<file path="config.mk">
export PLATFORM = sky130hd
export DESIGN_NAME = ringtone_note_bit_packer
export DESIGN_NICKNAME = d
export VERILOG_FILES = /design/src/hdl/rnbp_pkg.sv /design/src/hdl/rnbp_front.sv /design/src/hdl/rnbp_queue.sv /design/src/hdl/rnbp_back.sv /design/src/hdl/ringtone_note_bit_packer.sv
export SDC_FILE = /design/constraint.sdc
export NUM_CORES = 1
export LEC_CHECK = 0
export ABC_AREA = 0
export ABC_CLOCK_PERIOD_IN_PS = 41600
export BUFFER_PORTS_ARGS = -buffer_cell sky130_fd_sc_hd__buf_4
export CORE_MARGIN = 1
export CORE_UTILIZATION = 45
export CTS_CLUSTER_SIZE = 10
export DETAILED_ROUTE_END_ITERATION = 12
export SLEW_MARGIN = 25
export SYNTH_ARGS = -nofsm -noshare
export SYNTH_HDL_FRONTEND = slang
export SYNTH_SLANG_ARGS = --single-unit
</file>
<file path="constraint.sdc">
create_clock -name clock -period 41.6 [get_ports clock]
set_input_delay 8.32 -clock clock [delete_from_list [all_inputs] [get_ports clock]]
set_output_delay 8.32 -clock clock [all_outputs]
set_load 0.03 [all_outputs]
</file>
<file path="src/hdl/rnbp_pkg.sv">
// ----------------------------------------------------------------------------
// Ringtone note bit packer package
// Shared types, constants and conversion functions for the note bit packer.
// ----------------------------------------------------------------------------
package rnbp_pkg;

   // Item kinds on the request channel. The fourth code means nothing.
   localparam logic [1:0] KindStart  = 2'd0;
   localparam logic [1:0] KindNote   = 2'd1;
   localparam logic [1:0] KindFinish = 2'd2;

   // Configuration register indexes.
   localparam logic [2:0] CsrDefaultDuration = 3'd0;
   localparam logic [2:0] CsrDefaultOctave   = 3'd1;
   localparam logic [2:0] CsrTempoBpm        = 3'd2;
   localparam logic [2:0] CsrOctaveUp        = 3'd3;
   localparam logic [2:0] CsrVolumeLevel     = 3'd4;

   // Reset values of the configuration registers.
   localparam logic [5:0] DurationReset = 6'd4;
   localparam logic [2:0] OctaveReset   = 3'd6;
   localparam logic [9:0] BpmReset      = 10'd63;
   localparam logic [3:0] VolumeReset   = 4'd7;

   // Instruction opcodes.
   localparam logic [2:0] OpNote   = 3'd1;
   localparam logic [2:0] OpOctave = 3'd2;
   localparam logic [2:0] OpStyle  = 3'd3;
   localparam logic [2:0] OpTempo  = 3'd4;
   localparam logic [2:0] OpVolume = 3'd5;

   // Depth of the queue between front and back.
   localparam int QueueDepth = 4;
   localparam int QueuePtrW  = $clog2(QueueDepth);

   localparam logic [9:0] BpmTable [32] = '{
      10'd25,  10'd28,  10'd31,  10'd35,  10'd40,  10'd45,  10'd50,  10'd56,
      10'd63,  10'd70,  10'd80,  10'd90,  10'd100, 10'd112, 10'd125, 10'd140,
      10'd160, 10'd180, 10'd200, 10'd225, 10'd250, 10'd285, 10'd320, 10'd355,
      10'd400, 10'd450, 10'd500, 10'd565, 10'd635, 10'd715, 10'd800, 10'd900
   };

   localparam logic [3:0] LetterTone [8] = '{
      4'd0, 4'd10, 4'd12, 4'd1, 4'd3, 4'd5, 4'd6, 4'd8
   };

   // One queue entry: the bytes completed by one transaction, first byte in
   // slot zero, their count (one to three) and the tally after the item.
   typedef struct packed {
      logic [2:0][7:0] bytes;
      logic [1:0]      nbytes;
      logic [7:0]      tally;
   } rnbp_entry_type;

   // Nearest table entry; a value midway between two entries takes the
   // higher one, which is the number of midpoints at or below the value.
   function automatic logic [4:0] beat_code(input logic [9:0] bpm);
      logic [4:0]  code;
      logic [10:0] twice;
      code  = '0;
      twice = {bpm, 1'b0};
      for (int i = 0; i < 31; i++) begin
         if (twice >= 11'(BpmTable[i]) + 11'(BpmTable[i + 1])) begin
            code = code + 5'd1;
         end
      end
      return code;
   endfunction

   function automatic logic [2:0] duration_code(input logic [5:0] den);
      logic [2:0] code;
      unique case (den)
         6'd1:    code = 3'd0;
         6'd2:    code = 3'd1;
         6'd4:    code = 3'd2;
         6'd8:    code = 3'd3;
         6'd16:   code = 3'd4;
         6'd32:   code = 3'd5;
         default: code = den[2:0];
      endcase
      return code;
   endfunction

endpackage

</file>
<file path="src/hdl/rnbp_front.sv">
// ----------------------------------------------------------------------------
// Ringtone note bit packer front end
// Accepts items, builds their instruction bits, merges them with the partial
// byte and hands every group of completed bytes to the queue.
// ----------------------------------------------------------------------------
module rnbp_front import rnbp_pkg::*; (
   input  logic           clock,
   input  logic           reset,
   input  logic           csr_we,
   input  logic [2:0]     csr_index,
   input  logic [9:0]     csr_wdata,
   input  logic           req_valid,
   output logic           req_ready,
   input  logic [1:0]     req_kind,
   input  logic [2:0]     req_note_letter,
   input  logic           req_sharp,
   input  logic           req_duration_given,
   input  logic [5:0]     req_duration,
   input  logic           req_octave_given,
   input  logic [2:0]     req_octave,
   input  logic           req_dotted,
   input  logic           q_full,
   output logic           q_push,
   output rnbp_entry_type q_entry
);

   logic [5:0] def_duration_ff;
   logic [2:0] def_octave_ff;
   logic [4:0] beat_code_ff;
   logic       octave_up_ff;
   logic [3:0] volume_ff;

   logic [7:0] partial_ff, partial_in;
   logic [2:0] fill_ff, fill_in;
   logic [2:0] cur_oct_ff, cur_oct_in;
   logic       known_ff, known_in;
   logic [7:0] tally_ff, tally_in;

   logic        accept;
   logic        kind_ok;
   logic [19:0] chunk;
   logic [4:0]  len;
   logic [1:0]  inc;
   logic [2:0]  oct;
   logic [1:0]  oct_field;
   logic [11:0] note_bits;
   logic [4:0]  total;
   logic [31:0] acc;
   logic [8:0]  tally_sum;

   // The tempo code is worked out when the register is written.
   always_ff @(posedge clock) begin
      if (reset) begin
         def_duration_ff <= DurationReset;
         def_octave_ff   <= OctaveReset;
         beat_code_ff    <= beat_code(BpmReset);
         octave_up_ff    <= 1'b0;
         volume_ff       <= VolumeReset;
      end else if (csr_we) begin
         unique case (csr_index)
            CsrDefaultDuration: def_duration_ff <= csr_wdata[5:0];
            CsrDefaultOctave:   def_octave_ff   <= csr_wdata[2:0];
            CsrTempoBpm:        beat_code_ff    <= beat_code(csr_wdata);
            CsrOctaveUp:        octave_up_ff    <= csr_wdata[0];
            CsrVolumeLevel:     volume_ff       <= csr_wdata[3:0];
            default: ;
         endcase
      end
   end

   assign req_ready = !q_full;
   assign accept    = req_valid && req_ready;

   always_comb begin
      oct       = req_octave_given ? req_octave : def_octave_ff;
      oct_field = 2'(oct + {2'b00, octave_up_ff} + 3'd3);
      note_bits = {OpNote,
                   4'(LetterTone[req_note_letter] + {3'b000, req_sharp}),
                   duration_code(req_duration_given ? req_duration : def_duration_ff),
                   {1'b0, req_dotted}};
      chunk      = '0;
      len        = '0;
      inc        = '0;
      kind_ok    = 1'b0;
      cur_oct_in = cur_oct_ff;
      known_in   = known_ff;
      unique case (req_kind)
         KindStart: begin
            kind_ok  = 1'b1;
            chunk    = {OpTempo, beat_code_ff, OpStyle, 2'b00, OpVolume, volume_ff};
            len      = 5'd20;
            inc      = 2'd3;
            known_in = 1'b0;
         end
         KindNote: begin
            kind_ok    = 1'b1;
            cur_oct_in = oct;
            known_in   = 1'b1;
            if (!known_ff || cur_oct_ff != oct) begin
               chunk = {OpOctave, oct_field, note_bits, 3'b000};
               len   = 5'd17;
               inc   = 2'd2;
            end else begin
               chunk = {note_bits, 8'h00};
               len   = 5'd12;
               inc   = 2'd1;
            end
         end
         KindFinish: begin
            // Zero bits up to the next boundary and then one whole zero byte.
            kind_ok = 1'b1;
            len     = (fill_ff == 3'd0) ? 5'd8 : 5'd16 - {2'b00, fill_ff};
         end
         default: ;
      endcase
   end

   always_comb begin
      total     = {2'b00, fill_ff} + len;
      acc       = {partial_ff, 24'h000000} | ({chunk, 12'h000} >> fill_ff);
      tally_sum = {1'b0, tally_ff} + {7'b0000000, inc};
      tally_in  = tally_sum[8] ? 8'hFF : tally_sum[7:0];
      fill_in   = total[2:0];
      unique case (total[4:3])
         2'd0: partial_in = acc[31:24];
         2'd1: partial_in = acc[23:16];
         2'd2: partial_in = acc[15:8];
         2'd3: partial_in = acc[7:0];
      endcase
      q_entry.bytes[0] = acc[31:24];
      q_entry.bytes[1] = acc[23:16];
      q_entry.bytes[2] = acc[15:8];
      q_entry.nbytes   = total[4:3];
      q_entry.tally    = tally_in;
      q_push           = accept && kind_ok && (total[4:3] != 2'd0);
   end

   always_ff @(posedge clock) begin
      if (reset) begin
         partial_ff <= '0;
         fill_ff    <= '0;
         cur_oct_ff <= '0;
         known_ff   <= 1'b0;
         tally_ff   <= '0;
      end else if (accept && kind_ok) begin
         partial_ff <= partial_in;
         fill_ff    <= fill_in;
         cur_oct_ff <= cur_oct_in;
         known_ff   <= known_in;
         tally_ff   <= tally_in;
      end
   end

endmodule

</file>
<file path="src/hdl/rnbp_queue.sv">
// ----------------------------------------------------------------------------
// Ringtone note bit packer queue
// Short first-in first-out store of byte groups between front and back.
// ----------------------------------------------------------------------------
module rnbp_queue import rnbp_pkg::*; (
   input  logic           clock,
   input  logic           reset,
   input  logic           push,
   input  rnbp_entry_type push_entry,
   input  logic           pop,
   output rnbp_entry_type head,
   output logic           full,
   output logic           empty
);

   rnbp_entry_type slots_ff [QueueDepth];

   logic [QueuePtrW-1:0] wr_ptr_ff, wr_ptr_in;
   logic [QueuePtrW-1:0] rd_ptr_ff, rd_ptr_in;
   logic [QueuePtrW:0]   count_ff, count_in;
   logic                 do_push;
   logic                 do_pop;

   assign full    = (count_ff == (QueuePtrW + 1)'(QueueDepth));
   assign empty   = (count_ff == '0);
   assign do_push = push && !full;
   assign do_pop  = pop && !empty;
   assign head    = slots_ff[rd_ptr_ff];

   always_comb begin
      wr_ptr_in = do_push ? wr_ptr_ff + 1'b1 : wr_ptr_ff;
      rd_ptr_in = do_pop ? rd_ptr_ff + 1'b1 : rd_ptr_ff;
      count_in  = count_ff + (QueuePtrW + 1)'(do_push) - (QueuePtrW + 1)'(do_pop);
   end

   always_ff @(posedge clock) begin
      if (do_push) begin
         slots_ff[wr_ptr_ff] <= push_entry;
      end
   end

   always_ff @(posedge clock) begin
      if (reset) begin
         wr_ptr_ff <= '0;
         rd_ptr_ff <= '0;
         count_ff  <= '0;
      end else begin
         wr_ptr_ff <= wr_ptr_in;
         rd_ptr_ff <= rd_ptr_in;
         count_ff  <= count_in;
      end
   end

endmodule

</file>
<file path="src/hdl/rnbp_back.sv">
// ----------------------------------------------------------------------------
// Ringtone note bit packer back end
// Sends the bytes of each queue entry one at a time through an output
// register and marks the final byte of each transaction.
// ----------------------------------------------------------------------------
module rnbp_back import rnbp_pkg::*; (
   input  logic           clock,
   input  logic           reset,
   input  rnbp_entry_type head,
   input  logic           q_empty,
   output logic           q_pop,
   output logic           rsp_valid,
   input  logic           rsp_ready,
   output logic [7:0]     rsp_out_byte,
   output logic           rsp_last,
   output logic [7:0]     rsp_instruction_count
);

   logic [1:0] idx_ff, idx_in;
   logic       valid_ff, valid_in;
   logic [7:0] byte_ff, byte_in;
   logic       last_ff, last_in;
   logic [7:0] count_ff, count_in;
   logic       load;
   logic       at_end;

   always_comb begin
      load     = !q_empty && (!valid_ff || rsp_ready);
      at_end   = (idx_ff == head.nbytes - 2'd1);
      q_pop    = load && at_end;
      idx_in   = load ? (at_end ? 2'd0 : idx_ff + 2'd1) : idx_ff;
      valid_in = load || (valid_ff && !rsp_ready);
      byte_in  = head.bytes[idx_ff];
      last_in  = at_end;
      count_in = head.tally;
   end

   always_ff @(posedge clock) begin
      if (reset) begin
         idx_ff   <= '0;
         valid_ff <= 1'b0;
      end else begin
         idx_ff   <= idx_in;
         valid_ff <= valid_in;
      end
   end

   always_ff @(posedge clock) begin
      if (load) begin
         byte_ff  <= byte_in;
         last_ff  <= last_in;
         count_ff <= count_in;
      end
   end

   assign rsp_valid             = valid_ff;
   assign rsp_out_byte          = byte_ff;
   assign rsp_last              = last_ff;
   assign rsp_instruction_count = count_ff;

endmodule

</file>
<file path="src/hdl/ringtone_note_bit_packer.sv">
// ----------------------------------------------------------------------------
// Ringtone note bit packer
// Packs start, note and finish transactions into an MSB-first byte stream.
// ----------------------------------------------------------------------------
// The front end takes one request transaction per clock cycle while its
// four-entry queue has room, and each transaction leaves on the response
// side as the bytes it completes, one byte per cycle while rsp_ready is
// high, through an output register: a start gives two or three bytes, a
// note one to three and a finish one or two, so an item takes one to three
// bytes of the byte-wide output and that output sets the sustained rate.
// The first byte of an item passes through a queue slot and then the
// output register before it is offered on the response port. The tempo
// code is derived when tempo_bpm is written, and configuration is to be
// written only while no transaction is in flight.
module ringtone_note_bit_packer import rnbp_pkg::*; (
   input  logic       clock,
   input  logic       reset,
   input  logic       csr_we,
   input  logic [2:0] csr_index,
   input  logic [9:0] csr_wdata,
   input  logic       req_valid,
   output logic       req_ready,
   input  logic [1:0] req_kind,
   input  logic [2:0] req_note_letter,
   input  logic       req_sharp,
   input  logic       req_duration_given,
   input  logic [5:0] req_duration,
   input  logic       req_octave_given,
   input  logic [2:0] req_octave,
   input  logic       req_dotted,
   output logic       rsp_valid,
   input  logic       rsp_ready,
   output logic [7:0] rsp_out_byte,
   output logic       rsp_last,
   output logic [7:0] rsp_instruction_count
);

   rnbp_entry_type push_entry;
   rnbp_entry_type head;
   logic           q_push;
   logic           q_pop;
   logic           q_full;
   logic           q_empty;

   rnbp_front u_front (
      .clock              (clock),
      .reset              (reset),
      .csr_we             (csr_we),
      .csr_index          (csr_index),
      .csr_wdata          (csr_wdata),
      .req_valid          (req_valid),
      .req_ready          (req_ready),
      .req_kind           (req_kind),
      .req_note_letter    (req_note_letter),
      .req_sharp          (req_sharp),
      .req_duration_given (req_duration_given),
      .req_duration       (req_duration),
      .req_octave_given   (req_octave_given),
      .req_octave         (req_octave),
      .req_dotted         (req_dotted),
      .q_full             (q_full),
      .q_push             (q_push),
      .q_entry            (push_entry)
   );

   rnbp_queue u_queue (
      .clock      (clock),
      .reset      (reset),
      .push       (q_push),
      .push_entry (push_entry),
      .pop        (q_pop),
      .head       (head),
      .full       (q_full),
      .empty      (q_empty)
   );

   rnbp_back u_back (
      .clock                 (clock),
      .reset                 (reset),
      .head                  (head),
      .q_empty               (q_empty),
      .q_pop                 (q_pop),
      .rsp_valid             (rsp_valid),
      .rsp_ready             (rsp_ready),
      .rsp_out_byte          (rsp_out_byte),
      .rsp_last              (rsp_last),
      .rsp_instruction_count (rsp_instruction_count)
   );

   // The remaining bytes of a transaction sit at the queue head, so the next
   // one follows at once.
   assert property (@(posedge clock) disable iff (reset)
      (rsp_valid && rsp_ready && !rsp_last) |=> rsp_valid)
      else $error("response gap inside a transaction");

   assert property (@(posedge clock) disable iff (reset)
      (rsp_valid && rsp_ready && !rsp_last) |=>
         (rsp_instruction_count == $past(rsp_instruction_count)))
      else $error("instruction count changed inside a transaction");

   assert property (@(posedge clock) disable iff (reset)
      !(q_full && q_empty))
      else $error("queue both full and empty");

endmodule
</file>
==> insert_results.sql <==
INSERT INTO impl_metrics (metric_group, metric, value, unit) VALUES
('worst_hold_path', 'min_from', 'u_front.partial_ff[3]', ''),
('setup_path', 'critPathArrivalTime', '25.36', 'ns'),
('timing', 'worst_slew_slack_as_a_fraction_of_its_limit', '0.386', ''),
('place', 'buffer_ports.inserted', '54', ''),
('global_routing', 'grt_max_degree', '54', ''),
('power_and_ir_drop', 'pwr-share-clk', '0.155', ''),
('timing', 'worst_slack', '16.62', 'ns'),
('synth', 'ys_ff_latch', '207', ''),
('finish', 'final_cells', '1909', ''),
('synth', 'netlist_area', '14400', 'um^2'),
('timing', 'final_skew', '0.00534', 'ns'),
('synth', 'syn-num-nets', '1556', ''),
('finish', 'area_growth_syn_to_layout', '10.6', '%'),
('setup_path', 'rrSetupSlack', '36.34', 'ns'),
('timing', 'rsz0062_at_grt', 'false', ''),
('synth', 'number_of_instances_in_the_synthesized_netlist', '1468', ''),
('drt', 'total_wire_length_after_detailed_routing', '34500', 'um'),
('synth', 'synth-async-reset-ratio', '0', ''),
('place', 'placedCellCount', '1863', ''),
('synth', 'netlist.area_leader.share', '0.319', ''),
('global_routing', 'global_route.overflow_total', '0', ''),
('finish', 'final_cell_mix', 'nor2_1, edfxtp_1, nand2_1', ''),
('timing', 'finalCritPeriodShare', '0.600', ''),
('clock_tree', 'cts-resized-gates', '0', ''),
('clock_tree', 'clock-sinks', '207', ''),
('synth', 'number_of_warning_messages_in_the_yosys_log', '0', ''),
('flow_run', 'timing.max_cap.violations', '0', ''),
('setup_path', 'cpMaxStageDelayCell', 'or4_1', ''),
('power_and_ir_drop', 'design_power_total', '1330', 'uW'),
('power_and_ir_drop', 'comb_power_share', '0.646', ''),
('synth', 'synth.yosys.seq_area_share', '0.394', ''),
('finish', 'drive_above_1_share', '0.124', ''),
('setup_path', 'critical_path_most_common_cell', 'ha_1', ''),
('timing', 'final-setup-viol-count', '0', ''),
('place', 'hpwlAfterDp', '24500', 'um'),
('clock_tree', 'cts_hold_buffers_added', '0', ''),
('drt', 'drt-vias-per-instance', '5.81', ''),
('setup_path', 'r2r_end', 'u_queue.count_ff[2]', ''),
('setup_path', 'worst_setup_path_startpoint', 'csr_wdata[8]', ''),
('clock_tree', 'ctsRootBufferMaster', 'clkbuf_16', ''),
('timing', 'timing_max_transition_violations_final', '0', ''),
('synth', 'synth_area_leaders', 'edfxtp_1, dfxtp_1, mux4_2', ''),
('timing', 'tightestPinTransition', '0.917', 'ns'),
('timing', 'totalNegativeSetupSlack', '0', 'ns'),
('clock_tree', 'cts.repair_timing.setup_buffer_count', '0', ''),
('place', 'placement.setup.worst_slack', '16.33', 'ns'),
('floorplan', 'floorplan.die.width', '181', 'um'),
('setup_path', 'cp.required', '41.98', 'ns'),
('setup_path', 'crit_path_end', 'u_front.beat_code_ff[4]', ''),
('power_and_ir_drop', 'power_density_of_the_placed_cells', '83.6', 'nW/um^2'),
('global_routing', 'grt_antenna_before_repair', '0', ''),
('synth', 'syn-mean-instance-area', '9.81', 'um^2'),
('finish', 'design.final.nets', '1576', ''),
('timing', 'fin_hold_viols', '0', ''),
('timing', 'max_clock_freq', '40.0', 'MHz'),
('setup_path', 'crit_end_element', 'flop', ''),
('timing', 'hold_ws', '0.456', 'ns'),
('run_status', 'outcome', 'completed', ''),
('setup_path', 'crit-reg2reg-launch', 'u_front.fill_ff[1]', ''),
('clock_tree', 'clock_latency_reported_for_the_late_side_of_the_worst_skew_pair', '0.52', 'ns'),
('setup_path', 'critPathMaxStageDelay', '0.83', 'ns'),
('floorplan', 'start_util', '0.456', ''),
('drt', 'vias', '11083', ''),
('synth', 'synth_area_leader_cell', 'edfxtp_1', ''),
('power_and_ir_drop', 'power.static_leakage', '0.00595', 'uW'),
('power_and_ir_drop', 'cell_internal_pwr', '775', 'uW'),
('drt', 'drt_first_pass_iters', '5', ''),
('clock_tree', 'cts_buffers', '25', ''),
('power_and_ir_drop', 'p_sw_frac', '0.418', ''),
('setup_path', 'worst_setup_path_start_kind', 'primary input', ''),
('floorplan', 'placement_rows', '65', '');
==> power groups by stage <==
stage               clock network, uW  logic [uW]  registers, uW
detailed placement                  0         861            268
finish                            207         861            264
global route                      220         954            266
CTS                               211         866            264
floorplan                           0         684            279
global placement                    0         854            268
==> registers in the layout (all words and copies together) (netlist names), 2 cells and up, named ones only <==
name and flops:
u_front.fill_ff 3, u_back.idx_ff 2, u_queue.count_ff 3, u_back.rsp_out_byte 8, u_front.def_duration_ff 6, u_queue.wr_ptr_ff 2
u_front.tally_ff 8, u_back.rsp_instruction_count 8, u_queue.rd_ptr_ff 2, u_queue.slots_ff 136, u_front.beat_code_ff 5, u_front.partial_ff 8
u_front.cur_oct_ff 3, u_front.def_octave_ff 3, u_front.volume_ff 4
==> final cells by class <==
cell class	count	area, um^2
repair buffers	68	510
inverters	59	221
clock inverters	2	50.0
multi-input cells	1127	8230
well taps	402	503
clock buffers	44	738
fillers	2860	15600
flip-flops and latches	207	5680
==> routing by layer <==
metal | GRT usage | vias up | share of wire
li1 | - | 5455 | -
met2 | 0.343 | 249 | 0.46
met1 | 0.301 | 5339 | 0.48
met4 | 0.0465 | 0 | 0.016
met3 | 0.0212 | 40 | 0.040
met5 | 0 | - | 0
==> stage by stage <==
step	instance area [um^2]	util
3_3_place_gp	15100	0.479
4_1_cts	15900	0.504
6_report	15900	0.505
5_1_grt	15900	0.505
3_5_place_dp	15100	0.479
2_1_floorplan	14400	-
==> synth_stat cells (11+ instances only) <==
cell type	n
buf_1	11
mux2i_1	60
a21o_1	16
a211o_1	12
nor2_1	156
a21oi_1	96
a211oi_1	20
dfxtp_1	54
nor3_1	42
xor2_1	33
clkbuf_1	54
xnor2_1	74
and2_1	23
inv_1	57
mux4_2	34
o22ai_1	14
nand2b_1	12
nand3_1	33
ha_1	49
o21a_1	13
nor2b_1	12
mux2_2	15
a31oi_1	13
edfxtp_1	153
nand2_1	144
o21ai_0	67
==> cells by family after synthesis <==
family                   after synthesis  share of synthesized area
AO/OA/AOI/OAI                        347                      0.159
XOR/XNOR                             127                     0.0958
multiplexers                         111                      0.108
buffers and inverters                134                     0.0362
flip-flops                           207                      0.394
adder cells (fa/ha/maj)               53                     0.0474
AND/OR/NAND/NOR                      489                      0.159
==> worst max-delay path: cells and delay by family <==
family / cells / cell delay (ns)
AO/OA/AOI/OAI: 32 / 6.88
AND/OR/NAND/NOR: 17 / 2.85
multiplexers: 4 / 0.83
adder cells (fa/ha/maj): 14 / 4.37
buffers and inverters: 4 / 0.42
XOR/XNOR: 10 / 1.67
==> how the worst min path moves through the flow <==
stage / end / cells after the start
floorplan: u_front.partial_ff[3] / 2
global placement: u_front.partial_ff[3] / 2
detailed placement: u_front.partial_ff[3] / 2
CTS: u_front.partial_ff[3] / 2
global route: u_front.beat_code_ff[0] / 2
finish: u_front.partial_ff[3] / 2
(Power assumes the default switching activity.)
